[src/rtl/core/srdw_pkg.sv]
// srdw_pkg: word types, result codes and field widths for the sensor report
// duplicate filter and window table
// no dependencies
package srdw_pkg;

   // action codes
   localparam logic ACTION_REPORT = 1'b0;
   localparam logic ACTION_FLUSH  = 1'b1;

   // result kinds
   localparam logic [1:0] KIND_VERDICT = 2'd0;
   localparam logic [1:0] KIND_RECORD  = 2'd1;
   localparam logic [1:0] KIND_EOW     = 2'd2;

   // verdict codes
   localparam logic [1:0] VERDICT_ACCEPTED = 2'd0;
   localparam logic [1:0] VERDICT_REJECTED = 2'd1;
   localparam logic [1:0] VERDICT_FULL     = 2'd2;
   localparam logic [1:0] VERDICT_NONE     = 2'd3;

   localparam logic [31:0] STALE_TIMEOUT_RESET = 32'd30000;

   // input word
   typedef struct packed {
      logic               action;
      logic [7:0]         origin_node;
      logic [7:0]         report_seq;
      logic [31:0]        time_ms;
      logic signed [15:0] temperature;
      logic [15:0]        humidity;
      logic [15:0]        co2_level;
      logic [15:0]        voc_level;
      logic               link_ready;
   } req_type;

   // result word
   typedef struct packed {
      logic [1:0]         kind;
      logic [1:0]         verdict;
      logic [7:0]         rec_node;
      logic [31:0]        rec_time;
      logic signed [15:0] rec_temperature;
      logic [15:0]        rec_humidity;
      logic [15:0]        rec_co2;
      logic [15:0]        rec_voc;
      logic               last;
   } rsp_type;

   // sequence table entry
   typedef struct packed {
      logic [7:0]  key;
      logic [7:0]  seq_num;
      logic [31:0] seen_time;
   } seq_entry_type;

   // window table row
   typedef struct packed {
      logic [7:0]         node;
      logic [31:0]        time_ms;
      logic signed [15:0] temperature;
      logic [15:0]        humidity;
      logic [15:0]        co2;
      logic [15:0]        voc;
   } win_row_type;

endpackage

[src/rtl/core/sensor_report_dedup_and_window_table.sv]
// sensor_report_dedup_and_window_table: top level, sequence table and window table
// depends on srdw_pkg
//
// A report word is looked up in a sequence table of MAX_NODES entries held in a
// synchronous memory, scanned one entry per cycle; a new node takes the lowest
// free entry. The report passes when the wrapped time since the node was last
// seen exceeds the stale timeout or its sequence is strictly greater than the
// stored one; a passing report then updates the node's row in the window memory,
// found by a second one-row-per-cycle scan over the rows in use. Every report
// gives one verdict word. A flush word with the link ready sends every row, one
// window memory read per row, and then an end marker; the window table is
// emptied either way. The input stalls while a word is in progress; the result
// sits in an output register and is held while rsp_stall is high.
module sensor_report_dedup_and_window_table
   import srdw_pkg::*;
#(
   parameter int MAX_NODES = 8
) (
   input  logic        clock,
   input  logic        reset,
   input  logic        req_valid,
   output logic        req_stall,
   input  req_type     req_word,
   output logic        rsp_valid,
   input  logic        rsp_stall,
   output rsp_type     rsp_word,
   input  logic        csr_wr_en,
   input  logic [31:0] csr_wr_data
);

   localparam int IW = (MAX_NODES > 1) ? $clog2(MAX_NODES) : 1;
   localparam int CW = $clog2(MAX_NODES + 1);
   localparam logic [IW-1:0] LAST_IDX  = IW'(MAX_NODES - 1);
   localparam logic [CW-1:0] COUNT_MAX = CW'(MAX_NODES);

   // sequencer states
   localparam logic [2:0] ST_IDLE     = 3'd0;
   localparam logic [2:0] ST_SEQ_SCAN = 3'd1;
   localparam logic [2:0] ST_CHECK    = 3'd2;
   localparam logic [2:0] ST_WIN_SCAN = 3'd3;
   localparam logic [2:0] ST_RESP     = 3'd4;
   localparam logic [2:0] ST_FL_RD    = 3'd5;
   localparam logic [2:0] ST_FL_OUT   = 3'd6;
   localparam logic [2:0] ST_EOW      = 3'd7;

   logic [2:0]           state_ff, state_in;
   req_type              item_ff, item_in;
   logic [IW-1:0]        scan_ff, scan_in;
   logic                 cmp_pend_ff, cmp_pend_in;
   logic [IW-1:0]        cmp_idx_ff, cmp_idx_in;
   logic                 free_found_ff, free_found_in;
   logic [IW-1:0]        free_idx_ff, free_idx_in;
   logic [IW-1:0]        hit_idx_ff, hit_idx_in;
   logic                 alloc_ff, alloc_in;
   logic [7:0]           ent_last_ff, ent_last_in;
   logic [31:0]          ent_time_ff, ent_time_in;
   logic [1:0]           verdict_ff, verdict_in;
   logic [MAX_NODES-1:0] valid_ff, valid_in;
   logic [CW-1:0]        count_ff, count_in;
   logic [31:0]          timeout_ff;
   logic                 rsp_valid_ff, rsp_valid_in;
   rsp_type              rsp_ff, rsp_in;

   // memories and their ports
   seq_entry_type        seq_mem [MAX_NODES];
   seq_entry_type        seq_rd_ff;
   logic                 seq_ren;
   logic [IW-1:0]        seq_raddr;
   logic                 seq_we;
   logic [IW-1:0]        seq_waddr;
   seq_entry_type        seq_wdata;

   win_row_type          win_mem [MAX_NODES];
   win_row_type          win_rd_ff;
   logic                 win_ren;
   logic [IW-1:0]        win_raddr;
   logic                 win_we;
   logic [IW-1:0]        win_waddr;
   win_row_type          win_wdata;

   logic                 rsp_free;
   logic                 rsp_load;
   rsp_type              rsp_load_word;
   logic [31:0]          elapsed;
   logic                 pass;
   win_row_type          new_row;

   assign req_stall = (state_ff != ST_IDLE);
   assign rsp_valid = rsp_valid_ff;
   assign rsp_word  = rsp_ff;
   assign rsp_free  = !rsp_valid_ff || !rsp_stall;

   // sequence check on the entry found or allocated
   assign elapsed = item_ff.time_ms - ent_time_ff;
   assign pass    = (elapsed > timeout_ff) || (item_ff.report_seq > ent_last_ff);

   // row written by a passing report
   assign new_row = '{node: item_ff.origin_node, time_ms: item_ff.time_ms,
                      temperature: item_ff.temperature, humidity: item_ff.humidity,
                      co2: item_ff.co2_level, voc: item_ff.voc_level};

   // sequencer
   always_comb begin
      state_in      = state_ff;
      item_in       = item_ff;
      scan_in       = scan_ff;
      cmp_pend_in   = cmp_pend_ff;
      cmp_idx_in    = cmp_idx_ff;
      free_found_in = free_found_ff;
      free_idx_in   = free_idx_ff;
      hit_idx_in    = hit_idx_ff;
      alloc_in      = alloc_ff;
      ent_last_in   = ent_last_ff;
      ent_time_in   = ent_time_ff;
      verdict_in    = verdict_ff;
      valid_in      = valid_ff;
      count_in      = count_ff;
      rsp_load      = 1'b0;
      rsp_load_word = '0;
      seq_ren       = 1'b0;
      seq_raddr     = scan_ff;
      seq_we        = 1'b0;
      seq_waddr     = hit_idx_ff;
      seq_wdata     = '0;
      win_ren       = 1'b0;
      win_raddr     = scan_ff;
      win_we        = 1'b0;
      win_waddr     = cmp_idx_ff;
      win_wdata     = new_row;

      case (state_ff)
         ST_IDLE: begin
            scan_in       = '0;
            cmp_pend_in   = 1'b0;
            free_found_in = 1'b0;
            alloc_in      = 1'b0;
            if (req_valid) begin
               item_in = req_word;
               if (req_word.action == ACTION_FLUSH) begin
                  if (!req_word.link_ready) begin
                     count_in = '0;
                  end else if (count_ff == '0) begin
                     state_in = ST_EOW;
                  end else begin
                     state_in = ST_FL_RD;
                  end
               end else begin
                  state_in = ST_SEQ_SCAN;
               end
            end
         end

         // one read issued and one compare done per cycle
         ST_SEQ_SCAN: begin
            seq_ren     = 1'b1;
            cmp_pend_in = 1'b1;
            cmp_idx_in  = scan_ff;
            if (scan_ff != LAST_IDX) begin
               scan_in = scan_ff + 1'b1;
            end
            if (cmp_pend_ff) begin
               if (!valid_ff[cmp_idx_ff] && !free_found_ff) begin
                  free_found_in = 1'b1;
                  free_idx_in   = cmp_idx_ff;
               end
               if (valid_ff[cmp_idx_ff] && seq_rd_ff.key == item_ff.origin_node) begin
                  hit_idx_in  = cmp_idx_ff;
                  ent_last_in = seq_rd_ff.seq_num;
                  ent_time_in = seq_rd_ff.seen_time;
                  state_in    = ST_CHECK;
               end else if (cmp_idx_ff == LAST_IDX) begin
                  // not in the table: take the lowest free entry
                  if (free_found_ff || !valid_ff[cmp_idx_ff]) begin
                     hit_idx_in  = free_found_ff ? free_idx_ff : cmp_idx_ff;
                     alloc_in    = 1'b1;
                     ent_last_in = '0;
                     ent_time_in = '0;
                     state_in    = ST_CHECK;
                  end else begin
                     verdict_in = VERDICT_FULL;
                     state_in   = ST_RESP;
                  end
               end
            end
         end

         // write back the entry on a pass or a new node, start the window scan on a pass
         ST_CHECK: begin
            scan_in     = '0;
            cmp_pend_in = 1'b0;
            if (alloc_ff) begin
               valid_in[hit_idx_ff] = 1'b1;
            end
            if (pass) begin
               seq_we     = 1'b1;
               seq_wdata  = '{key: item_ff.origin_node, seq_num: item_ff.report_seq,
                              seen_time: item_ff.time_ms};
               verdict_in = VERDICT_ACCEPTED;
               state_in   = ST_WIN_SCAN;
            end else begin
               seq_we     = alloc_ff;
               seq_wdata  = '{key: item_ff.origin_node, seq_num: 8'd0, seen_time: 32'd0};
               verdict_in = VERDICT_REJECTED;
               state_in   = ST_RESP;
            end
         end

         // find the node's row among those in use, else append
         ST_WIN_SCAN: begin
            if (count_ff == '0) begin
               win_we    = 1'b1;
               win_waddr = '0;
               count_in  = count_ff + 1'b1;
               state_in  = ST_RESP;
            end else begin
               win_ren     = 1'b1;
               cmp_pend_in = 1'b1;
               cmp_idx_in  = scan_ff;
               if (scan_ff != LAST_IDX) begin
                  scan_in = scan_ff + 1'b1;
               end
               if (cmp_pend_ff) begin
                  if (win_rd_ff.node == item_ff.origin_node) begin
                     win_we    = 1'b1;
                     win_waddr = cmp_idx_ff;
                     state_in  = ST_RESP;
                  end else if (CW'(cmp_idx_ff) == count_ff - 1'b1) begin
                     if (count_ff < COUNT_MAX) begin
                        win_we    = 1'b1;
                        win_waddr = count_ff[IW-1:0];
                        count_in  = count_ff + 1'b1;
                     end
                     state_in = ST_RESP;
                  end
               end
            end
         end

         // verdict word
         ST_RESP: begin
            if (rsp_free) begin
               rsp_load              = 1'b1;
               rsp_load_word.kind    = KIND_VERDICT;
               rsp_load_word.verdict = verdict_ff;
               rsp_load_word.last    = 1'b1;
               state_in              = ST_IDLE;
            end
         end

         // flush: read a row, then send it
         ST_FL_RD: begin
            win_ren   = 1'b1;
            win_raddr = scan_ff;
            state_in  = ST_FL_OUT;
         end

         ST_FL_OUT: begin
            if (rsp_free) begin
               rsp_load                      = 1'b1;
               rsp_load_word.kind            = KIND_RECORD;
               rsp_load_word.verdict         = VERDICT_NONE;
               rsp_load_word.rec_node        = win_rd_ff.node;
               rsp_load_word.rec_time        = win_rd_ff.time_ms;
               rsp_load_word.rec_temperature = win_rd_ff.temperature;
               rsp_load_word.rec_humidity    = win_rd_ff.humidity;
               rsp_load_word.rec_co2         = win_rd_ff.co2;
               rsp_load_word.rec_voc         = win_rd_ff.voc;
               rsp_load_word.last            = 1'b0;
               if (CW'(scan_ff) == count_ff - 1'b1) begin
                  state_in = ST_EOW;
               end else begin
                  scan_in  = scan_ff + 1'b1;
                  state_in = ST_FL_RD;
               end
            end
         end

         // end of window marker, table emptied
         ST_EOW: begin
            if (rsp_free) begin
               rsp_load              = 1'b1;
               rsp_load_word.kind    = KIND_EOW;
               rsp_load_word.verdict = VERDICT_NONE;
               rsp_load_word.last    = 1'b1;
               count_in              = '0;
               state_in              = ST_IDLE;
            end
         end

         default: begin
            state_in = ST_IDLE;
         end
      endcase
   end

   // output register
   always_comb begin
      rsp_valid_in = rsp_valid_ff && rsp_stall;
      rsp_in       = rsp_ff;
      if (rsp_load) begin
         rsp_valid_in = 1'b1;
         rsp_in       = rsp_load_word;
      end
   end

   // control registers
   always_ff @(posedge clock) begin
      if (reset) begin
         state_ff     <= ST_IDLE;
         valid_ff     <= '0;
         count_ff     <= '0;
         timeout_ff   <= STALE_TIMEOUT_RESET;
         rsp_valid_ff <= 1'b0;
         cmp_pend_ff  <= 1'b0;
      end else begin
         state_ff     <= state_in;
         valid_ff     <= valid_in;
         count_ff     <= count_in;
         rsp_valid_ff <= rsp_valid_in;
         cmp_pend_ff  <= cmp_pend_in;
         if (csr_wr_en) begin
            timeout_ff <= csr_wr_data;
         end
      end
   end

   // payload registers
   always_ff @(posedge clock) begin
      item_ff       <= item_in;
      scan_ff       <= scan_in;
      cmp_idx_ff    <= cmp_idx_in;
      free_found_ff <= free_found_in;
      free_idx_ff   <= free_idx_in;
      hit_idx_ff    <= hit_idx_in;
      alloc_ff      <= alloc_in;
      ent_last_ff   <= ent_last_in;
      ent_time_ff   <= ent_time_in;
      verdict_ff    <= verdict_in;
      rsp_ff        <= rsp_in;
   end

   // sequence table memory
   always_ff @(posedge clock) begin
      if (seq_we) begin
         seq_mem[seq_waddr] <= seq_wdata;
      end
      if (seq_ren) begin
         seq_rd_ff <= seq_mem[seq_raddr];
      end
   end

   // window table memory
   always_ff @(posedge clock) begin
      if (win_we) begin
         win_mem[win_waddr] <= win_wdata;
      end
      if (win_ren) begin
         win_rd_ff <= win_mem[win_raddr];
      end
   end

endmodule

[config.mk]
export PLATFORM = sky130hd
export DESIGN_NAME = sensor_report_dedup_and_window_table
export DESIGN_NICKNAME = d
export VERILOG_FILES = /design/src/rtl/core/srdw_pkg.sv /design/src/rtl/core/sensor_report_dedup_and_window_table.sv
export SDC_FILE = /design/constraint.sdc
export NUM_CORES = 2
export LEC_CHECK = 0
export ABC_AREA = 1
export BUFFER_PORTS_ARGS = -buffer_cell sky130_fd_sc_hd__clkbuf_2
export CELL_PAD_IN_SITES_DETAIL_PLACEMENT = 0
export CELL_PAD_IN_SITES_GLOBAL_PLACEMENT = 1
export CORE_ASPECT_RATIO = 2
export CORE_MARGIN = 2
export CORE_UTILIZATION = 45
export DETAILED_ROUTE_END_ITERATION = 8
export PLACE_DENSITY_LB_ADDON = 0.1
export SLEW_MARGIN = 25
export SYNTH_ARGS = -nofsm -noshare
export SYNTH_HDL_FRONTEND = slang
export SYNTH_SLANG_ARGS = --single-unit
[constraint.sdc]
create_clock -name clock -period 10.7 [get_ports clock]
set_clock_uncertainty 0.15 [all_clocks]
set_input_delay 0.535 -clock clock [delete_from_list [all_inputs] [get_ports clock]]
set_output_delay 0.535 -clock clock [all_outputs]
set_load 0.005 [all_outputs]
==> results.txt <==
----------------------------------------------------
[Outcome]
  Run status ... complete, but fails checks
  Violations in the final reports ... design-rule violations

[Synthesis]
  Dominant cell type by area after synthesis ... sky130_fd_sc_hd__edfxtp_1
  Area of the mapped netlist ... about 67000 um2
  Distinct cell type count of the synthesized netlist ... 36
  Adder-Cell Fraction of Synth Area ... 1.44%
  Cells after synthesis ... around 5200
  Fraction of synthesized cell area taken by the top area cell type ... between 70% and 80%
  Synth Area in Compound Gates ... 9.03%
  Register bit total from synthesis ... roughly 1700
  Mux share of post-synthesis cell area ... 0%
  XOR/XNOR Fraction of Synth Area ... less than 1%
  Register area share after synthesis ... 75.6%
  Syn. warnings ... 0
  Largest family of logic cells by synthesized area ... simple AND/OR/NAND/NOR gates
  Cells taking the most area after synthesis ... sky130_fd_sc_hd__edfxtp_1 (74%), sky130_fd_sc_hd__nor2_1 (7.7%), sky130_fd_sc_hd__o21ai_0 (5.0%), sky130_fd_sc_hd__inv_1 (2.0%), sky130_fd_sc_hd__a31oi_1 (1.5%)
  Syn_nets ... 5430
  Share of synthesized cell area in and, or, nand and nor gates ... 9.46%
  Average footprint of a synthesized cell ... ~13 um2

[Worst setup path]
  Launching element of the worst setup path ... item_ff[67]$_DFFE_PP_
  Worst stage delay on the critical path ... 0.72 ns
  Worst path slowest cell ... sky130_fd_sc_hd__o21ai_2
  Arrival time of the worst setup path ... 5.89 ns
  Worst r2r src ... item_ff[67]$_DFFE_PP_
  Most frequent cell on the critical path ... sky130_fd_sc_hd__nand2_1
  Max FO, Critical Path ... 44
  Start-to-end type of the worst setup path ... reg -> reg
  Worst path top cell family by delay ... compound AO/OA/AOI/OAI gates
  Worst Reg2Reg Path Length in Cells ... 19
  Bufs and invs on worst path ... 2
  Crit path cell chain ... ha_1, a21oi_1, nand2_1, a21boi_0, inv_1, a21oi_1, o21ai_0, xor2_1, ha_1, nand2_1, nor2_1, nand3_1, nor3_1, nand4_1, nand2_1, nand2_1, o21ai_2, nor2_4, buf_4
  Number of cells on the critical path ... 19
  Crit path capture type ... flip-flop
  Worst setup SP type ... flip-flop
  Req. time, crit path ... 10.97 ns

[Global routing]
  Total global routing overflow ... 0
  Gr busiest metal ... met2
  Via count of the first global-routing pass ... 41600
  GR Util met1 ... 27.3%
  Antenna violations before repair ... 7
  Routing usage on met2 ... 43.3%
  Met3 usage ... around 2.3%
  Global router's overall resource usage ... 23.1%
  Largest net degree at the start of global routing ... about 230
  First-pass GRT wire length ... 261000 um

[Power]
  Power density of the placed cells ... between 200 and 250 nW/um2
  IR Drop Worst-Case VDD ... about 0.19 mV
  Total leakage power ... 27.3 nW

[Detailed routing]
  Total wirelength of the detailed-routed design ... ~180000 um
  DRT Pass-1 Iters ... 7
  Post-DRT Antenna Nets ... 0
  Via count of the routed design ... just over 40000
  Number of remaining DRC errors ... 60
  Average wire per cell in the routed design ... 23.4 um
  DR iter-0 viols ... between 2000 and 3000
  Via density ... 5.41

[Hold path]
  HP Start ... csr_wr_en
  Instance count along the most critical hold path ... 2
  Worst min path class ... in -> reg

[STA]
  Sum of negative setup slack ... 0 ns
  Maximum clock rate ... ~180 MHz
  Setup-violating endpoint count in the final report ... 0
  Final cycle utilization of the critical path ... 52.5%
  Final count of hold timing violations ... 0
  Headroom to the max-slew limit ... 28.9%
  Worst Slack Setup Final ... 5.08 ns
  Slew at the pin closest to its max-slew limit ... ~1.1 ns
  Final critical-path required period ... 5.62 ns
  Final-report max-slew violation count ... 0
  RSZ-0062 raised after global routing ... false

[Final layout]
  Relative area change from synthesis to final layout ... 14.5%
  Most frequent cells in the layout ... sky130_fd_sc_hd__edfxtp_1 (1645), sky130_fd_sc_hd__nor2_1 (1350), sky130_fd_sc_hd__o21ai_0 (668)
  Nets ... 5781
  Fill cell instance count of the final layout ... 12600
  Core Util, Final ... between 50 and 60%
  Share of cells above drive strength 1 ... 10.2%
  Leading cell type in the layout, fill and taps excluded ... sky130_fd_sc_hd__edfxtp_1
  Final instance area ... 76200 um2

[Clock tree]
  Clock Sink Count ... 1694
  Number of clock buffers inserted by TritonCTS ... 158
  Root Buffer Master ... sky130_fd_sc_hd__clkbuf_16
  Setup fix buffers added after clock tree synthesis ... 0
  Clock tree from TritonCTS ... done
  Clock input transition at the sequential cells of the worst setup and hold paths ... 0.06 ns
  Bufs on Longest Clock Path ... 4
  Clock latency of the later-clocked register in the worst-skew pair ... 0.80 ns
  H-tree depth reported by CTS ... 4

[Die]
  Area of the core ... roughly 150000 um2
  Floorplan die area ... around 150000 um2
  Site row count ... 199
  Number of top-level design ports ... 262
  Height of the die ... 548 um
  Starting utilization of the core area ... a little under half
  Horiz. Die Dim ... 276 um

[Place]
  Routability Congestion ... a little over 0.9
  Pre-CTS setup slack ... ~5 ns
  Buffers on Ports ... 261
  HPWL after DPL ... 98200 um
  Area post-placement ... approximately 70000 um2

[Flow run]
  Number of max-capacitance violations reported ... 0

----------------------------------------------------
[logic make-up after synthesis]
kind of cell / Yosys count
buffers and inverters: 634
and+or+nand+nor: 1642
DFF: 1694
xor gates and xnor gates: 46
adders and majority gates: 76
AOI/OAI and AO/OA: 1111
[sequential cells by signal (all words and copies together), names as in the netlist, 2 cells and up]
| register | cells |
|---|---|
| win_mem | 832 |
| state_ff | 3 |
| free_idx_ff | 3 |
| hit_idx_ff | 3 |
| seq_mem | 384 |
| ent_last_ff | 8 |
| item_ff | 112 |
| valid_ff | 8 |
| win_rd_ff | 104 |
| rsp_word | 109 |
| verdict_ff | 2 |
| count_ff | 4 |
| seq_rd_ff | 48 |
| scan_ff | 3 |
| timeout_ff | 32 |
| ent_time_ff | 32 |
| cmp_idx_ff | 3 |
[metrics by stage]
stage	total power (W)	cells	hold WS, ns
final	0.0181	7583	0.0478
after global routing	0.0190	7579	0.0533
after CTS	0.0183	7578	0.00191
after global placement	0.0128	7159	0.298
after floorplan	0.0113	5203	0.271
after detailed placement	0.0128	7159	0.314
[cells in the mapped netlist]
library cell,number
sky130_fd_sc_hd__nand2_2,6
sky130_fd_sc_hd__nor2_2,4
sky130_fd_sc_hd__nor2_4,1
sky130_fd_sc_hd__o21ai_0,669
sky130_fd_sc_hd__a21boi_0,1
sky130_fd_sc_hd__and3_4,1
sky130_fd_sc_hd__o211ai_1,6
sky130_fd_sc_hd__a21o_1,5
sky130_fd_sc_hd__buf_1,5
sky130_fd_sc_hd__inv_1,354
sky130_fd_sc_hd__a31oi_1,158
sky130_fd_sc_hd__o21bai_1,3
sky130_fd_sc_hd__xnor2_1,16
sky130_fd_sc_hd__nand4_1,6
sky130_fd_sc_hd__dfxtp_1,49
sky130_fd_sc_hd__buf_4,27
sky130_fd_sc_hd__ha_1,75
sky130_fd_sc_hd__clkinv_1,3
sky130_fd_sc_hd__buf_2,50
sky130_fd_sc_hd__nand2_1,196
sky130_fd_sc_hd__o21a_1,5
sky130_fd_sc_hd__a21oi_1,106
sky130_fd_sc_hd__nor4_1,3
sky130_fd_sc_hd__o221ai_1,1
sky130_fd_sc_hd__edfxtp_1,1645
sky130_fd_sc_hd__fa_1,1
sky130_fd_sc_hd__nand3_1,38
sky130_fd_sc_hd__nor3_1,19
sky130_fd_sc_hd__o22ai_1,152
sky130_fd_sc_hd__a211oi_1,2
sky130_fd_sc_hd__o21ai_2,2
sky130_fd_sc_hd__o21ai_1,1
sky130_fd_sc_hd__nor2_1,1368
sky130_fd_sc_hd__clkbuf_1,185
sky130_fd_sc_hd__xor2_1,30
sky130_fd_sc_hd__inv_2,10
[layout make-up]
type / count / area [um2] / area share [%]
well taps: 1909 / 2390 / 3.13
diodes: 5 / 12.5 / 0.0164
flip-flops and latches: 1694 / 50400 / 66.1
inverters: 367 / 1410 / 1.85
clock buffers: 195 / 4160 / 5.45
clock inverters: 80 / 754 / 0.990
repair buffers: 458 / 3300 / 4.32
multi-input cells: 2875 / 13800 / 18.2
[final timing paths]
path                                                   end  slack, ns
worst max-delay path              seq_mem[0][42]$_DFFE_PP_       5.08
worst min register to register    valid_ff[3]$_SDFFE_PP0P_       0.32
worst max register to register    seq_mem[0][42]$_DFFE_PP_       5.08
worst min-delay path            timeout_ff[8]$_SDFFE_PP1P_       0.05
[report_power, final]
group	switching (W)	internal (W)	total, W
registers	0.000314	0.00814	0.00846
clock network	0.00239	0.00308	0.00547
logic	0.00301	0.00117	0.00418
total	0.00572	0.0124	0.0181
[per-layer routing]
layer  wire length, um  up-vias
met2             93800     1058
met1             69900    20500
li1                  -    19100
met3              7220      326
met5                 0        -
met4              6480        0
[what timing repair did]
| item | 4_1_cts | 5_1_grt |
|---|---|---|
| gates resized for setup | 0 | 0 |
| endpoints found under the hold margin | 144 | 0 |
| hold buffers | 144 | 0 |
Note: power is estimated with default switching activity, not from simulation.
